**src/hw/rtl/xcfr_pkg.sv**
```systemverilog
// Shared constants and types of the XOR-checked frame receiver.
package xcfr_pkg;

  localparam int unsigned MaxPayload = 16;
  localparam int unsigned PosW       = $clog2(MaxPayload);
  localparam int unsigned CntW       = $clog2(MaxPayload + 1);
  localparam int unsigned NumBanks   = 2;
  localparam int unsigned BankW      = $clog2(NumBanks);
  localparam int unsigned AddrW      = BankW + PosW;
  localparam int unsigned RamDepth   = NumBanks * MaxPayload;
  localparam int unsigned CfgIdxW    = 2;

  // Largest legal length byte: command plus a full payload.
  localparam logic [7:0] LenMax = 8'(MaxPayload + 1);

  typedef enum logic [CfgIdxW-1:0] {
    CFG_HEAD = 2'd0,
    CFG_ADDR = 2'd1,
    CFG_END  = 2'd2
  } cfg_idx_e;

  typedef struct packed {
    logic [7:0] head_byte;
    logic [7:0] address_byte;
    logic [7:0] end_byte;
  } cfg_t;

  // Frame descriptor handed from front to back.
  typedef struct packed {
    logic [7:0]      command;
    logic [CntW-1:0] count;
  } desc_t;

  typedef struct packed {
    logic  valid;
    desc_t desc;
  } push_t;

endpackage

```
**src/hw/rtl/xor_checked_frame_receiver_core.sv**
```systemverilog
// Top level of the XOR-checked serial frame receiver.
//
// Usage:
//  - Input channel (in_valid_i/in_ready_o, rx_byte_i): one received byte per
//    request. Frames are head, address, length, command, payload, xor, end.
//  - Output channel (out_valid_o/out_ready_i): per good frame one header
//    result (kind 0) then one result per payload byte (kind 1); last_o marks
//    the final result of the frame. Bad frames produce nothing.
//  - Config channel (cfg_valid_i/cfg_ready_o): index 0 head byte, 1 address
//    byte, 2 end byte; other indexes are ignored. Always ready.
//  Throughput: one input byte per cycle. The parser only stalls when a frame
//  reaches its command byte while both frame buffer banks still await
//  draining. A payload result takes a RAM read, then a result register load;
//  a header loads directly. The end byte request registers the frame
//  descriptor and bank busy flag before the header result is loaded.
//  Reset: parser hunts for a head byte, config registers are zero, both
//  banks are free. A stalled receiver only holds the result register; the
//  parser keeps taking bytes until both banks are full.
module xor_checked_frame_receiver_core (
  input  logic                          clk_i,
  input  logic                          rst_ni,
  input  logic                          in_valid_i,
  output logic                          in_ready_o,
  input  logic [7:0]                    rx_byte_i,
  input  logic                          cfg_valid_i,
  output logic                          cfg_ready_o,
  input  logic [xcfr_pkg::CfgIdxW-1:0]  cfg_index_i,
  input  logic [7:0]                    cfg_data_i,
  output logic                          out_valid_o,
  input  logic                          out_ready_i,
  output logic                          kind_o,
  output logic [7:0]                    command_o,
  output logic [xcfr_pkg::CntW-1:0]     payload_count_o,
  output logic [7:0]                    data_byte_o,
  output logic [xcfr_pkg::PosW-1:0]     byte_index_o,
  output logic                          last_o
);

  xcfr_pkg::cfg_t                  cfg_q;
  xcfr_pkg::push_t                 push;
  xcfr_pkg::desc_t                 desc_q [xcfr_pkg::NumBanks];
  logic [xcfr_pkg::NumBanks-1:0]   busy_q;
  logic [xcfr_pkg::NumBanks-1:0]   busy_d;
  logic [xcfr_pkg::BankW-1:0]      wr_bank_q;
  logic [xcfr_pkg::BankW-1:0]      rd_bank_q;
  logic                            release_bank;
  logic                            ram_we;
  logic [xcfr_pkg::AddrW-1:0]      ram_waddr;
  logic [7:0]                      ram_wdata;
  logic [xcfr_pkg::AddrW-1:0]      ram_raddr;
  logic [7:0]                      ram_rdata;

  assign cfg_ready_o = 1'b1;

  // Configuration registers
  always_ff @(posedge clk_i or negedge rst_ni) begin
    if (!rst_ni) begin
      cfg_q <= '0;
    end else if (cfg_valid_i) begin
      case (xcfr_pkg::cfg_idx_e'(cfg_index_i))
        xcfr_pkg::CFG_HEAD: cfg_q.head_byte    <= cfg_data_i;
        xcfr_pkg::CFG_ADDR: cfg_q.address_byte <= cfg_data_i;
        xcfr_pkg::CFG_END:  cfg_q.end_byte     <= cfg_data_i;
        default: ;
      endcase
    end
  end

  // Bank ownership: set on push, cleared on release.
  always_comb begin
    busy_d = busy_q;
    if (push.valid) begin
      busy_d[wr_bank_q] = 1'b1;
    end
    if (release_bank) begin
      busy_d[rd_bank_q] = 1'b0;
    end
  end

  // Two-entry frame queue; each entry owns one payload bank.
  always_ff @(posedge clk_i or negedge rst_ni) begin
    if (!rst_ni) begin
      busy_q    <= '0;
      wr_bank_q <= '0;
      rd_bank_q <= '0;
      for (int i = 0; i < xcfr_pkg::NumBanks; i++) begin
        desc_q[i] <= '0;
      end
    end else begin
      busy_q <= busy_d;
      if (push.valid) begin
        desc_q[wr_bank_q] <= push.desc;
        wr_bank_q         <= wr_bank_q + 1'b1;
      end
      if (release_bank) begin
        rd_bank_q <= rd_bank_q + 1'b1;
      end
    end
  end

  xcfr_front u_front (
    .clk_i       (clk_i),
    .rst_ni      (rst_ni),
    .in_valid_i  (in_valid_i),
    .in_ready_o  (in_ready_o),
    .rx_byte_i   (rx_byte_i),
    .cfg_i       (cfg_q),
    .wr_bank_i   (wr_bank_q),
    .slot_busy_i (busy_q[wr_bank_q]),
    .ram_we_o    (ram_we),
    .ram_addr_o  (ram_waddr),
    .ram_wdata_o (ram_wdata),
    .push_o      (push)
  );

  xcfr_ram #(
    .Width (8),
    .Depth (xcfr_pkg::RamDepth)
  ) u_ram (
    .clk_i   (clk_i),
    .we_i    (ram_we),
    .waddr_i (ram_waddr),
    .wdata_i (ram_wdata),
    .raddr_i (ram_raddr),
    .rdata_o (ram_rdata)
  );

  xcfr_back u_back (
    .clk_i           (clk_i),
    .rst_ni          (rst_ni),
    .avail_i         (busy_q[rd_bank_q]),
    .desc_i          (desc_q[rd_bank_q]),
    .rd_bank_i       (rd_bank_q),
    .ram_raddr_o     (ram_raddr),
    .ram_rdata_i     (ram_rdata),
    .release_o       (release_bank),
    .out_valid_o     (out_valid_o),
    .out_ready_i     (out_ready_i),
    .kind_o          (kind_o),
    .command_o       (command_o),
    .payload_count_o (payload_count_o),
    .data_byte_o     (data_byte_o),
    .byte_index_o    (byte_index_o),
    .last_o          (last_o)
  );

  // A frame is only queued into a free bank.
  a_push_free: assert property (@(posedge clk_i) disable iff (!rst_ni)
    push.valid |-> !busy_q[wr_bank_q])
    else $error("frame queued into busy bank");

  // Only an owned bank is handed back.
  a_release_busy: assert property (@(posedge clk_i) disable iff (!rst_ni)
    release_bank |-> busy_q[rd_bank_q])
    else $error("release of a free bank");

  // Last payload result sits at the final index.
  a_last_index: assert property (@(posedge clk_i) disable iff (!rst_ni)
    (out_valid_o && kind_o && last_o) |->
      (({1'b0, byte_index_o} + xcfr_pkg::CntW'(1)) == payload_count_o))
    else $error("last flag on wrong payload index");

  // Payload results only exist for frames with payload.
  a_payload_nonempty: assert property (@(posedge clk_i) disable iff (!rst_ni)
    (out_valid_o && kind_o) |-> (payload_count_o != '0))
    else $error("payload result of an empty frame");

endmodule

```
**src/hw/rtl/xcfr_ram.sv**
```systemverilog
// Generic single-write, single-read RAM with registered read data.
module xcfr_ram #(
  parameter int unsigned Width = 8,
  parameter int unsigned Depth = 32
) (
  input  logic                     clk_i,
  input  logic                     we_i,
  input  logic [$clog2(Depth)-1:0] waddr_i,
  input  logic [Width-1:0]         wdata_i,
  input  logic [$clog2(Depth)-1:0] raddr_i,
  output logic [Width-1:0]         rdata_o
);

  logic [Width-1:0] mem_q [Depth];

  always_ff @(posedge clk_i) begin
    if (we_i) begin
      mem_q[waddr_i] <= wdata_i;
    end
    rdata_o <= mem_q[raddr_i];
  end

endmodule

```
**src/hw/rtl/xcfr_front.sv**
```systemverilog
// Front end: byte-wise frame parser, payload capture and checksum test.
module xcfr_front (
  input  logic                      clk_i,
  input  logic                      rst_ni,
  input  logic                      in_valid_i,
  output logic                      in_ready_o,
  input  logic [7:0]                rx_byte_i,
  input  xcfr_pkg::cfg_t            cfg_i,
  input  logic [xcfr_pkg::BankW-1:0] wr_bank_i,
  input  logic                      slot_busy_i,
  output logic                      ram_we_o,
  output logic [xcfr_pkg::AddrW-1:0] ram_addr_o,
  output logic [7:0]                ram_wdata_o,
  output xcfr_pkg::push_t           push_o
);

  typedef enum logic [2:0] {
    PH_HUNT, PH_ADDR, PH_LEN, PH_CMD, PH_DATA, PH_XOR, PH_END
  } phase_e;

  phase_e                     phase_q;
  logic [xcfr_pkg::CntW-1:0]  cnt_q;
  logic [xcfr_pkg::CntW-1:0]  left_q;
  logic [xcfr_pkg::PosW-1:0]  pos_q;
  logic [7:0]                 xor_q;
  logic [7:0]                 cmd_q;
  logic                       accept;
  logic                       in_frame_body;
  phase_e                     hunt_next;

  // Once past the length byte the frame needs a free buffer bank.
  assign in_frame_body = (phase_q == PH_CMD) || (phase_q == PH_DATA) ||
                         (phase_q == PH_XOR) || (phase_q == PH_END);
  assign in_ready_o    = !(slot_busy_i && in_frame_body);
  assign accept        = in_valid_i && in_ready_o;
  assign hunt_next     = (rx_byte_i == cfg_i.head_byte) ? PH_ADDR : PH_HUNT;

  assign ram_we_o    = accept && (phase_q == PH_DATA);
  assign ram_addr_o  = {wr_bank_i, pos_q};
  assign ram_wdata_o = rx_byte_i;

  assign push_o.valid        = accept && (phase_q == PH_END) && (rx_byte_i == cfg_i.end_byte);
  assign push_o.desc.command = cmd_q;
  assign push_o.desc.count   = cnt_q;

  always_ff @(posedge clk_i or negedge rst_ni) begin
    if (!rst_ni) begin
      phase_q <= PH_HUNT;
      cnt_q   <= '0;
      left_q  <= '0;
      pos_q   <= '0;
      xor_q   <= '0;
      cmd_q   <= '0;
    end else if (accept) begin
      case (phase_q)
        PH_HUNT: begin
          phase_q <= hunt_next;
        end
        PH_ADDR: begin
          phase_q <= (rx_byte_i == cfg_i.address_byte) ? PH_LEN : hunt_next;
        end
        PH_LEN: begin
          if (rx_byte_i == 8'd0 || rx_byte_i > xcfr_pkg::LenMax) begin
            phase_q <= hunt_next;
          end else begin
            cnt_q   <= xcfr_pkg::CntW'(rx_byte_i - 8'd1);
            xor_q   <= rx_byte_i;
            phase_q <= PH_CMD;
          end
        end
        PH_CMD: begin
          cmd_q   <= rx_byte_i;
          xor_q   <= xor_q ^ rx_byte_i;
          left_q  <= cnt_q;
          pos_q   <= '0;
          phase_q <= (cnt_q == '0) ? PH_XOR : PH_DATA;
        end
        PH_DATA: begin
          xor_q  <= xor_q ^ rx_byte_i;
          pos_q  <= pos_q + 1'b1;
          left_q <= left_q - 1'b1;
          if (left_q == xcfr_pkg::CntW'(1)) begin
            phase_q <= PH_XOR;
          end
        end
        PH_XOR: begin
          phase_q <= (rx_byte_i == xor_q) ? PH_END : hunt_next;
        end
        PH_END: begin
          phase_q <= (rx_byte_i == cfg_i.end_byte) ? PH_HUNT : hunt_next;
        end
        default: begin
          phase_q <= hunt_next;
        end
      endcase
    end
  end

endmodule

```
**src/hw/rtl/xcfr_back.sv**
```systemverilog
// Back end: walks one stored frame and drives the result register.
module xcfr_back (
  input  logic                       clk_i,
  input  logic                       rst_ni,
  input  logic                       avail_i,
  input  xcfr_pkg::desc_t            desc_i,
  input  logic [xcfr_pkg::BankW-1:0] rd_bank_i,
  output logic [xcfr_pkg::AddrW-1:0] ram_raddr_o,
  input  logic [7:0]                 ram_rdata_i,
  output logic                       release_o,
  output logic                       out_valid_o,
  input  logic                       out_ready_i,
  output logic                       kind_o,
  output logic [7:0]                 command_o,
  output logic [xcfr_pkg::CntW-1:0]  payload_count_o,
  output logic [7:0]                 data_byte_o,
  output logic [xcfr_pkg::PosW-1:0]  byte_index_o,
  output logic                       last_o
);

  typedef enum logic [1:0] {
    B_IDLE, B_READ, B_LOAD
  } bstate_e;

  bstate_e                   state_q;
  logic [xcfr_pkg::PosW-1:0] idx_q;
  logic                      out_free;
  logic                      out_load;
  logic                      idx_last;

  assign out_free    = !out_valid_o || out_ready_i;
  // result register takes a new result this cycle
  assign out_load    = out_free &&
                       (((state_q == B_IDLE) && avail_i) || (state_q == B_LOAD));
  assign idx_last    = ({1'b0, idx_q} + xcfr_pkg::CntW'(1)) == desc_i.count;
  assign ram_raddr_o = {rd_bank_i, idx_q};
  assign release_o   = out_free &&
                       (((state_q == B_IDLE) && avail_i && (desc_i.count == '0)) ||
                        ((state_q == B_LOAD) && idx_last));

  always_ff @(posedge clk_i or negedge rst_ni) begin
    if (!rst_ni) begin
      state_q         <= B_IDLE;
      idx_q           <= '0;
      out_valid_o     <= 1'b0;
      kind_o          <= 1'b0;
      command_o       <= '0;
      payload_count_o <= '0;
      data_byte_o     <= '0;
      byte_index_o    <= '0;
      last_o          <= 1'b0;
    end else begin
      if (out_valid_o && out_ready_i && !out_load) begin
        out_valid_o <= 1'b0;
      end
      case (state_q)
        B_IDLE: begin
          if (avail_i && out_free) begin
            // header result
            out_valid_o     <= 1'b1;
            kind_o          <= 1'b0;
            command_o       <= desc_i.command;
            payload_count_o <= desc_i.count;
            data_byte_o     <= '0;
            byte_index_o    <= '0;
            last_o          <= (desc_i.count == '0);
            idx_q           <= '0;
            if (desc_i.count != '0) begin
              state_q <= B_READ;
            end
          end
        end
        B_READ: begin
          // address settles; read data is valid next cycle
          state_q <= B_LOAD;
        end
        B_LOAD: begin
          if (out_free) begin
            out_valid_o     <= 1'b1;
            kind_o          <= 1'b1;
            command_o       <= desc_i.command;
            payload_count_o <= desc_i.count;
            data_byte_o     <= ram_rdata_i;
            byte_index_o    <= idx_q;
            last_o          <= idx_last;
            if (idx_last) begin
              state_q <= B_IDLE;
            end else begin
              idx_q   <= idx_q + 1'b1;
              state_q <= B_READ;
            end
          end
        end
        default: begin
          state_q <= B_IDLE;
        end
      endcase
    end
  end

endmodule
```
**config.mk**
```make
export PLATFORM = sky130hd
export DESIGN_NAME = xor_checked_frame_receiver_core
export DESIGN_NICKNAME = d
export VERILOG_FILES = /design/src/hw/rtl/xcfr_pkg.sv /design/src/hw/rtl/xor_checked_frame_receiver_core.sv /design/src/hw/rtl/xcfr_ram.sv /design/src/hw/rtl/xcfr_front.sv /design/src/hw/rtl/xcfr_back.sv
export SDC_FILE = /design/constraint.sdc
export NUM_CORES = 1
export LEC_CHECK = 0
export ABC_CLOCK_PERIOD_IN_PS = 4720
export BUFFER_PORTS_ARGS = -buffer_cell sky130_fd_sc_hd__clkbuf_2
export CAP_MARGIN = 20
export CORE_ASPECT_RATIO = 2
export CORE_MARGIN = 10
export CORE_UTILIZATION = 43
export CTS_CLUSTER_DIAMETER = 120
export CTS_CLUSTER_SIZE = 12
export DETAILED_ROUTE_END_ITERATION = 10
export GPL_TIMING_DRIVEN = 0
export PLACE_DENSITY_LB_ADDON = 0.12
export SLEW_MARGIN = 30
export SYNTH_ARGS = -nofsm -noshare
export SYNTH_HDL_FRONTEND = slang
export SYNTH_SLANG_ARGS = --single-unit
```
**constraint.sdc**
```tcl
create_clock -name clk_i -period 4.72 [get_ports clk_i]
set_clock_uncertainty 0.05 [all_clocks]
set_input_delay 0.944 -clock clk_i [delete_from_list [all_inputs] [get_ports clk_i]]
set_output_delay 0.944 -clock clk_i [all_outputs]
set_load 0.05 [all_outputs]
```
==> results of run 1 <==
==> layout make-up <==
cell class              instances  area [um^2]
flip-flops and latches        385        10900
repair buffers                 52          292
multi-input cells             486         4690
clock buffers                  51         1000
plain buffers                  50          263
well taps                     454          568
diodes                          1         2.50
fillers                      3122        18800
clock inverters                 4         45.0
inverters                      11         41.3
==> flip-flops by register name (all words and copies together) (netlist names), 3 cells and up <==
name,flops
u_ram.mem_q,256
desc_q,26
cfg_q,24
u_back.command_o,8
u_back.data_byte_o,8
u_front.cmd_q,8
u_front.xor_q,8
u_ram.rdata_o,8
u_back.payload_count_o,5
u_front.cnt_q,5
u_front.left_q,5
u_back.byte_index_o,4
u_back.idx_q,4
u_front.pos_q,4
u_front.phase_q,3
==> kinds of logic (layout without fill, tap and decap cells) <==
family,after synthesis,after routing,synth area share
AOI/OAI and AO/OA,96,96,0.0393
xor gates and xnor gates,43,43,0.0247
muxes,159,159,0.171
other,1,2,0.000236
DFF,385,385,0.685
and+or+nand+nor,177,177,0.0525
buffers and inverters,61,168,0.0191
adders and majority gates,10,10,0.00789
==> synth_stat cells, drive strengths merged (8+ instances only) <==
library cell	number
nand2	48
o21ai	38
nor2	65
xnor2	35
buf	29
dfxtp	8
mux2i	15
nor3	8
dfrtp	121
mux2	64
inv	10
clkbuf	21
a21oi	17
edfxtp	256
mux4	80
a22o	11
ha	10
nand3	14
a311oi	9
==> report_power, final <==
part / switching (uW) / total (uW) / internal, uW
logic: 1480 / 2500 / 1020
clock network: 1220 / 2700 / 1480
registers: 184 / 4080 / 3900
total: 2880 / 9280 / 6400
==> per-stage QoR <==
stage / hold WS, ps / setup WS (ps) / total power (uW)
global route: 332 / 924 / 9690
detailed placement: 405 / 576 / 6700
finish: 304 / 1160 / 9280
global placement: 397 / 562 / 6660
floorplan: 364 / 1960 / 5870
CTS: 299 / 1140 / 9430
==> worst max-delay path: cells and delay by family (launching register included) <==
family / cells / cell delay [ps]
buffers and inverters: 1 / 250
flip-flops: 1 / 320
multiplexers: 1 / 630
AND/OR/NAND/NOR: 4 / 1930
==> worst max-delay path by stage <==
| stage | from | slack, ps | end |
|---|---|---|---|
| floorplan | rx_byte_i[1] | 1960 | desc_q[15] |
| global placement | rx_byte_i[4] | 560 | desc_q[21] |
| detailed placement | rx_byte_i[4] | 580 | desc_q[15] |
| CTS | wr_bank_q | 1140 | u_ram.mem_q[23][6] |
| global route | rx_byte_i[4] | 920 | desc_q[19] |
| finish | wr_bank_q | 1160 | u_ram.mem_q[3][5] |
==> placed cells by master, fill, tap and decap left out, types with 10 or more instances in the layout <==
| cell | synthesis | routed |
|---|---|---|
| nand3_1 | 14 | 14 |
| o21ai_0 | 38 | 38 |
| xnor2_1 | 35 | 35 |
| a22o_1 | 11 | 11 |
| clkbuf_2 | 0 | 50 |
| inv_1 | 10 | 10 |
| ha_1 | 10 | 10 |
| nand2_1 | 47 | 47 |
| mux2i_1 | 14 | 14 |
| dfrtp_1 | 121 | 121 |
| buf_2 | 14 | 15 |
| edfxtp_1 | 256 | 256 |
| mux4_2 | 80 | 80 |
| a21oi_1 | 17 | 17 |
| mux2_2 | 55 | 55 |
| nor2_1 | 65 | 65 |
| clkbuf_16 | 0 | 38 |
| clkbuf_1 | 21 | 34 |
==> per-layer routing <==
layer,vias up,share of wire
met2,163,0.58
met5,-,0
met3,77,0.029
met4,0,0.060
met1,4306,0.33
li1,3779,-
==> metrics.yaml, run 1 <==
clock-sinks: 385
fin_util: 0.487
worst-path-max-fanout: 10
avgViaCountPerCell: 5.57
worst_ep_arrival_time_ps: 3660
ys_ff_latch: 385
cts_tree: "done"
antenna_found_initial: 0
p_leak_uw: 0.00635
yosysSeqAreaShare: 0.685
initial_utilization: 0.434
drtIter0Drc: 302
critPathCaptureType: "flip-flop"
rows: 99
ys_types: 60
hold_violations: 0
grt_max_degree: 74
ctsHtreeMaxLevel: 2
met2_usage: 0.323
rr_worst_depth: 6
use_met1: 0.164
cp_slowest_stage_delay_ps: 800
io_buffers: 51
hpwlAfterDp_um: 27000
die_h_um: 292
vdd_drop_max_mv: 0.291
min_period_over_period: 0.753
finalNetCount: 1057
busiest_layer: "met2"
period_needed_ps: 3560
numCtsBuffers: 38
final_antenna_net_count: 0
dieArea_um2: 45400
first_pass_iters: 5
grt_pass1_vias: 9133
ys_top_cells_by_area: "edfxtp_1 (48%), dfrtp_1 (19%), mux4_2 (11%)"
ioPinCount: 53
grt.total_usage: 0.168
worstReg2RegEnd: "u_ram.mem_q[3][5]"
power.density_nw_per_um2: 522
cts_buffer_depth: 3
synth_cells: 932
yosysWarnings: 0
place_area_um2: 16700
ctsRootBufferMaster: "clkbuf_16"
slowest_stage: "nor2_1"
grt_overflow: 0
slew_viol_final: 0
drive_above_1_share: 0.263
startpoint_type: "flip-flop"
coreArea_um2: 36500
worst_skew_pair.late_latency_ps: 540
crit_type: "reg2reg"
setup_tns_ps: 0
synth_top_area_cell: "edfxtp_1"
synth_ff_type: "edfxtp_1"
setup_violations: 0
area_growth_pct: 12.1
avgSynthCellArea_um2: 17.0
outcome: "finished, final reports clean"
async_flop_share: 0.314
reg2reg_slack_ps: 1160
synth_edf_count: 256
cts-resized-gates: 0
place_congestion: 0.806
syn-num-nets: 965
tightest_slew_ps: 965
drc: 0
grt_pass1_wl_um: 57000
wl_per_cell_um: 25.1
dp.cells: 1438
cts.clk_slew.worst_paths_ps: 60
cts_hold_buf: 0
cap_viol_max_count: 0
num_vias: 8325
final_cell_area_um2: 17800
wirelength_um: 37500
die_x_um: 156
yosys.area.top_type_share: 0.485
met3_usage: 0.0219
grt_setup_unrepaired: "no"
fin_cells: 1494
crit_chain: "buf_2, mux2i_2, nand2_1, nor2_1, nand2_1, nor2_1"
fmax_ghz: 0.281
cp.required_ps: 4820
netlist_area_um2: 15900
slew_headroom: 0.357
postCtsSetupBuffers: 0
hp-class: "in2async"
r2r-start: "wr_bank_q"
Power figures use the tool's default switching activity.
==> run 2, diff against run 1 <==
--- a/config.mk
+++ b/config.mk
@@ -5,7 +5,7 @@
 export SDC_FILE = /design/constraint.sdc
 export NUM_CORES = 1
 export LEC_CHECK = 0
-export ABC_CLOCK_PERIOD_IN_PS = 4720
+export ABC_CLOCK_PERIOD_IN_PS = 3250
 export BUFFER_PORTS_ARGS = -buffer_cell sky130_fd_sc_hd__clkbuf_2
 export CAP_MARGIN = 20
 export CORE_ASPECT_RATIO = 2
==> constraint.sdc (replaced) <==
create_clock -name clk_i -period 3.25 [get_ports clk_i]
set_clock_uncertainty 0.05 [all_clocks]
set_input_delay 0.65 -clock clk_i [delete_from_list [all_inputs] [get_ports clk_i]]
set_output_delay 0.65 -clock clk_i [all_outputs]
set_load 0.05 [all_outputs]
==> metrics.yaml, run 2 (same netlist as run 1, synthesis figures left out) <==
postCtsSetupBuffers: 0
dieArea_um2: 45400
clock-sinks: 385
finalNetCount: 1057
pre_cts_slack_ps: -600
ctsRootBufferMaster: "clkbuf_16"
cts_tree: "done"
final_cell_area_um2: 18000
p_leak_uw: 0.00637
top_register: "u_ram.mem_q"
grt_pass1_wl_um: 57100
grt_pass1_vias: 9120
grt_overflow: 0
area_growth_pct: 13.7
cap_viol_max_count: 0
antenna_found_initial: 0
hp-class: "in2async"
slew_viol_final: 0
cp.required_ps: 3600
worst_skew_pair.late_latency_ps: 540
layout_common_cells: "edfxtp_1 (256), dfrtp_1 (121), mux4_2 (80)"
worst_ep_arrival_time_ps: 3480
setup_ws_ps: 120
rr_worst_depth: 5
die_h_um: 292
period_needed_ps: 3130
final_antenna_net_count: 0
power.density_nw_per_um2: 752
die_x_um: 156
place_area_um2: 16700
crit_type: "reg2reg"
worst-path-max-fanout: 10
reg2reg_slack_ps: 120
coreArea_um2: 36500
critPathCaptureType: "flip-flop"
top_regs: "u_ram.mem_q: 256 flops, desc_q: 26 flops, cfg_q: 24 flops"
hold_violations: 0
ioPinCount: 53
drive_above_1_share: 0.300
wl_per_cell_um: 25.1
min_period_over_period: 0.963
place_congestion: 0.806
grt_max_degree: 74
vdd_drop_max_mv: 0.423
fillers: 3081
cts_buffer_depth: 3
multi_input_area_um2: 4930
r2r-start: "u_back.idx_q[1]"
numCtsBuffers: 38
cts.clk_slew.worst_paths_ps: 60
wirelength_um: 37500
rows: 99
grt.total_usage: 0.168
tightest_slew_ps: 878
grt_setup_unrepaired: "yes"
setup_violations: 0
num_vias: 8309
first_pass_iters: 5
hpwlAfterDp_um: 27000
largest_reg_flops: 256
ctsHtreeMaxLevel: 2
drtIter0Drc: 321
layout_commonest_cell: "edfxtp_1"
register_area_um2: 10900
drc: 0
avgViaCountPerCell: 5.56
fmax_ghz: 0.319
worstReg2RegEnd: "u_ram.rdata_o[2]"
io_buffers: 51
cts-resized-gates: 62
slew_headroom: 0.415
initial_utilization: 0.434
fin_util: 0.493
startpoint_type: "flip-flop"
cts_hold_buf: 0
outcome: "finished, final reports clean"
-- run 2: worst max path at each step --
stage,to,from,cells past startpoint,slack (ps)
after global routing,desc_q[19],rx_byte_i[3],8,-20
final,u_ram.rdata_o[2],u_back.idx_q[1],5,120
after CTS,desc_q[15],rx_byte_i[0],9,3
after detailed placement,desc_q[15],rx_byte_i[4],9,-600
after global placement,desc_q[21],rx_byte_i[4],9,-610
after floorplan,desc_q[15],rx_byte_i[1],8,780
-- run 2: routing by layer --
metal,wire length (um),track usage,vias up
met4,1850,0.0849,0
met3,1030,0.0211,69
li1,-,-,3775
met5,0,0,-
met2,22000,0.329,154
met1,12600,0.166,4311
-- run 2: power breakdown --
part	total [uW]	switching, uW	internal, uW
Clock	3930	1780	2150
Combinational	3710	2210	1490
Sequential	5930	270	5660
-- run 2: cell type report --
class,count,share of cell area
clock inverter,4,0.00250
buffer,50,0.0148
inverter,11,0.00229
antenna,1,0.000139
tap,454,0.0315
sequential,385,0.603
timing repair buffer,52,0.0170
clock buffer,51,0.0554
multi-input combinational,486,0.273
-- run 2: worst max-delay path, cell delays in order, from the launching register on --
cell	delay (ps)
dfrtp_1	450
buf_1	660
clkbuf_2	530
mux4_2	420
mux4_2	550
mux2_2	330
-- run 2: through the flow --
stage | hold WS, ps | total power (uW) | std cells | TNS [ps]
6_report | 11.7 | 13600 | 1494 | 0
3_5_place_dp | 405 | 9720 | 1438 | -73680
5_1_grt | 38.2 | 14200 | 1493 | -364
2_1_floorplan | 304 | 8520 | 932 | 0
3_3_place_gp | 397 | 9670 | 1437 | -134660
4_1_cts | 5.11 | 13800 | 1493 | 0
==> run 3, diff against run 2 <==
--- a/config.mk
+++ b/config.mk
@@ -5,6 +5,7 @@
 export SDC_FILE = /design/constraint.sdc
 export NUM_CORES = 1
 export LEC_CHECK = 0
+export ABC_AREA = 1
 export ABC_CLOCK_PERIOD_IN_PS = 3250
 export BUFFER_PORTS_ARGS = -buffer_cell sky130_fd_sc_hd__clkbuf_2
 export CAP_MARGIN = 20
==> metrics.yaml, run 3 <==
ys_top_cells_by_area: "edfxtp_1 (47%), dfrtp_1 (18%), nand2_1 (6.5%)"
grt_pass1_vias: 11900
ys_ff_latch: 385
startpoint_type: "flip-flop"
path_buf_inv: 2
rr_worst_depth: 9
final_cell_area_um2: 18400
rows: 101
crit_chain: "buf_2, nor2_1, a21oi_1, nor2_4, nor2_8, nand2_2, inv_2, nand2_2, nor2_1"
crit_family: "simple AND/OR/NAND/NOR gates"
synth.most_common_cell: "nand2_1"
area_growth_pct: 12.1
layout_commonest_cell: "nand2_1"
setup_ws_ps: 113
yosysSeqAreaShare: 0.664
finalNetCount: 1633
cp_slowest_stage_delay_ps: 800
setup_tns_ps: 0
top_register: "u_ram.mem_q"
p_switching_uw: 5340
antenna_found_initial: 0
top_regs: "u_ram.mem_q: 256 flops, desc_q: 26 flops, cfg_q: 24 flops"
wirelength_um: 50800
crit_type: "reg2reg"
cts.clk_slew.worst_paths_ps: 60
dp.cells: 2023
netlist_area_um2: 16400
slowest_stage: "nor2_1"
synth.top_cells.by_count: "nand2_1 (283), edfxtp_1 (256), nor2_1 (204), o21ai_0 (182), dfrtp_1 (121)"
layout_common_cells: "nand2_1 (283), edfxtp_1 (256), nor2_1 (198)"
clockPowerShare: 0.284
synth_top_area_cell: "edfxtp_1"
worst-path-max-fanout: 8
drtIter0Drc: 696
yosys.area.top_type_share: 0.470
antenna_cells: 0
cp-endpoint: "u_ram.mem_q[29][7]"
setup_violations: 0
ioPinCount: 53
power.density_nw_per_um2: 785
postCtsSetupBuffers: 0
wl_per_cell_um: 24.4
p_leak_uw: 0.00703
io_buffers: 51
largest_reg_flops: 256
die_h_um: 296
outcome: "finished, final reports clean"
die_x_um: 158
num_vias: 11500
slew_viol_final: 0
ctsRootBufferMaster: "clkbuf_16"
slew_headroom: 0.327
yosysWarnings: 0
worstReg2RegEnd: "u_ram.mem_q[29][7]"
min_period_over_period: 0.965
avgViaCountPerCell: 5.52
avgSynthCellArea_um2: 10.9
hold_violations: 0
hpwlAfterDp_um: 36600
ctsHtreeMaxLevel: 2
cts_buffer_depth: 3
seqPwrFrac: 0.413
first_pass_iters: 5
hp-class: "in2async"
grt_pass1_wl_um: 75100
synth_cells: 1508
ys_types: 41
cap_viol_max_count: 0
reg2reg_slack_ps: 110
worst_ep_arrival_time_ps: 3240
r2r-start: "wr_bank_q"
worst_skew_pair.late_latency_ps: 540
clock-sinks: 385
crit_start: "wr_bank_q"
numCtsBuffers: 38
syn-num-nets: 1541
synth_ff_type: "edfxtp_1"
critPathCaptureType: "flip-flop"
synth_edf_count: 256
comb_power_share: 0.302
grt_setup_unrepaired: "yes"
grt_overflow: 0
grt_max_degree: 77
pre_cts_slack_ps: -88.7
vdd_drop_max_mv: 0.472
fmax_ghz: 0.319
grt.total_usage: 0.220
place_congestion: 0.945
tightest_slew_ps: 1010
dieArea_um2: 46700
drc: 0
coreArea_um2: 37800
final_antenna_net_count: 0
async_flop_share: 0.314
drive_above_1_share: 0.111
cp.required_ps: 3350
period_needed_ps: 3140
initial_utilization: 0.433
internal-power_uw: 9060
place_area_um2: 17200
fin_cells: 2081
cts_tree: "done"
crit_cells: 9
sw_frac_of_total: 0.371
==> run 3: cell count changes in the layout (fill, tap and decap cells not counted), moves of 16 or more <==
cell / previous run / this run
clkbuf_1: 32 / 55
inv_1: 10 / 80
mux2_2: 55 / 0
mux4_2: 80 / 0
nand2_1: 43 / 283
nand3_1: 14 / 79
nor2_1: 33 / 198
nor2_4: 27 / 2
o21ai_0: 38 / 182
o21ai_1: 0 / 34
o21ai_2: 0 / 16
o221ai_1: 0 / 64
==> run 3: power by group through the flow <==
| stage | Sequential, uW | Clock (uW) | Combinational (uW) |
|---|---|---|---|
| finish | 5950 | 4100 | 4350 |
| global route | 6000 | 4340 | 4720 |
| floorplan | 6490 | 0 | 2270 |
| detailed placement | 6050 | 0 | 4370 |
| global placement | 6040 | 0 | 4320 |
| CTS | 5960 | 4150 | 4380 |
==> run 3: cell type report <==
| type | instances | area, um^2 |
|---|---|---|
| multi-input cells | 950 | 4780 |
| repair buffers | 52 | 292 |
| flip-flops and latches | 385 | 10900 |
| clock buffers | 57 | 1090 |
| plain buffers | 84 | 394 |
| fillers | 3434 | 19400 |
| inverters | 89 | 334 |
| clock inverters | 1 | 11.3 |
| well taps | 463 | 579 |
==> run 3: cell families (layout without fill, tap and decap cells) <==
family	count (synthesis)	count (layout)	synth area share
AND/OR/NAND/NOR	592	592	0.151
flip-flops	385	385	0.664
AO/OA/AOI/OAI	323	323	0.120
buffers and inverters	173	283	0.0445
XOR/XNOR	24	24	0.0128
adder cells (fa/ha/maj)	10	10	0.00764
other	1	1	0.000229
==> run 3: how the worst min path moves through the flow <==
stage,startpoint,endpoint,slack (ps),cells past startpoint
6_report,rst_ni,desc_q[5],5,1
5_1_grt,rst_ni,desc_q[5],30,1
4_1_cts,rst_ni,u_back.out_valid_o,6,1
3_5_place_dp,u_ram.rdata_o[6],u_back.data_byte_o[6],410,2
3_3_place_gp,u_back.data_byte_o[1],u_back.data_byte_o[1],410,2
2_1_floorplan,rst_ni,busy_q[0],300,0
==> run 3: metrics by stage <==
stage | power [uW] | hold WS (ps) | utilization
after detailed placement | 10400 | 412 | 0.457
after global placement | 10400 | 408 | 0.455
after global routing | 15100 | 26.1 | 0.486
after floorplan | 8760 | 304 | -
after CTS | 14500 | 6.45 | 0.486
final | 14400 | 4.75 | 0.486
==> run 3: routing by layer <==
layer / part of all wire / up-vias / GRT usage
met2: 0.57 / 361 / 0.427
met3: 0.042 / 120 / 0.0231
met5: 0 / - / 0
li1: - / 5412 / -
met1: 0.32 / 5597 / 0.206
met4: 0.074 / 0 / 0.147
==> run 3: timing repair <==
action                                  4_1_cts  5_1_grt
endpoints found under the setup margin        0       18
hold buffers                                  0        0
resized for setup                             0        1
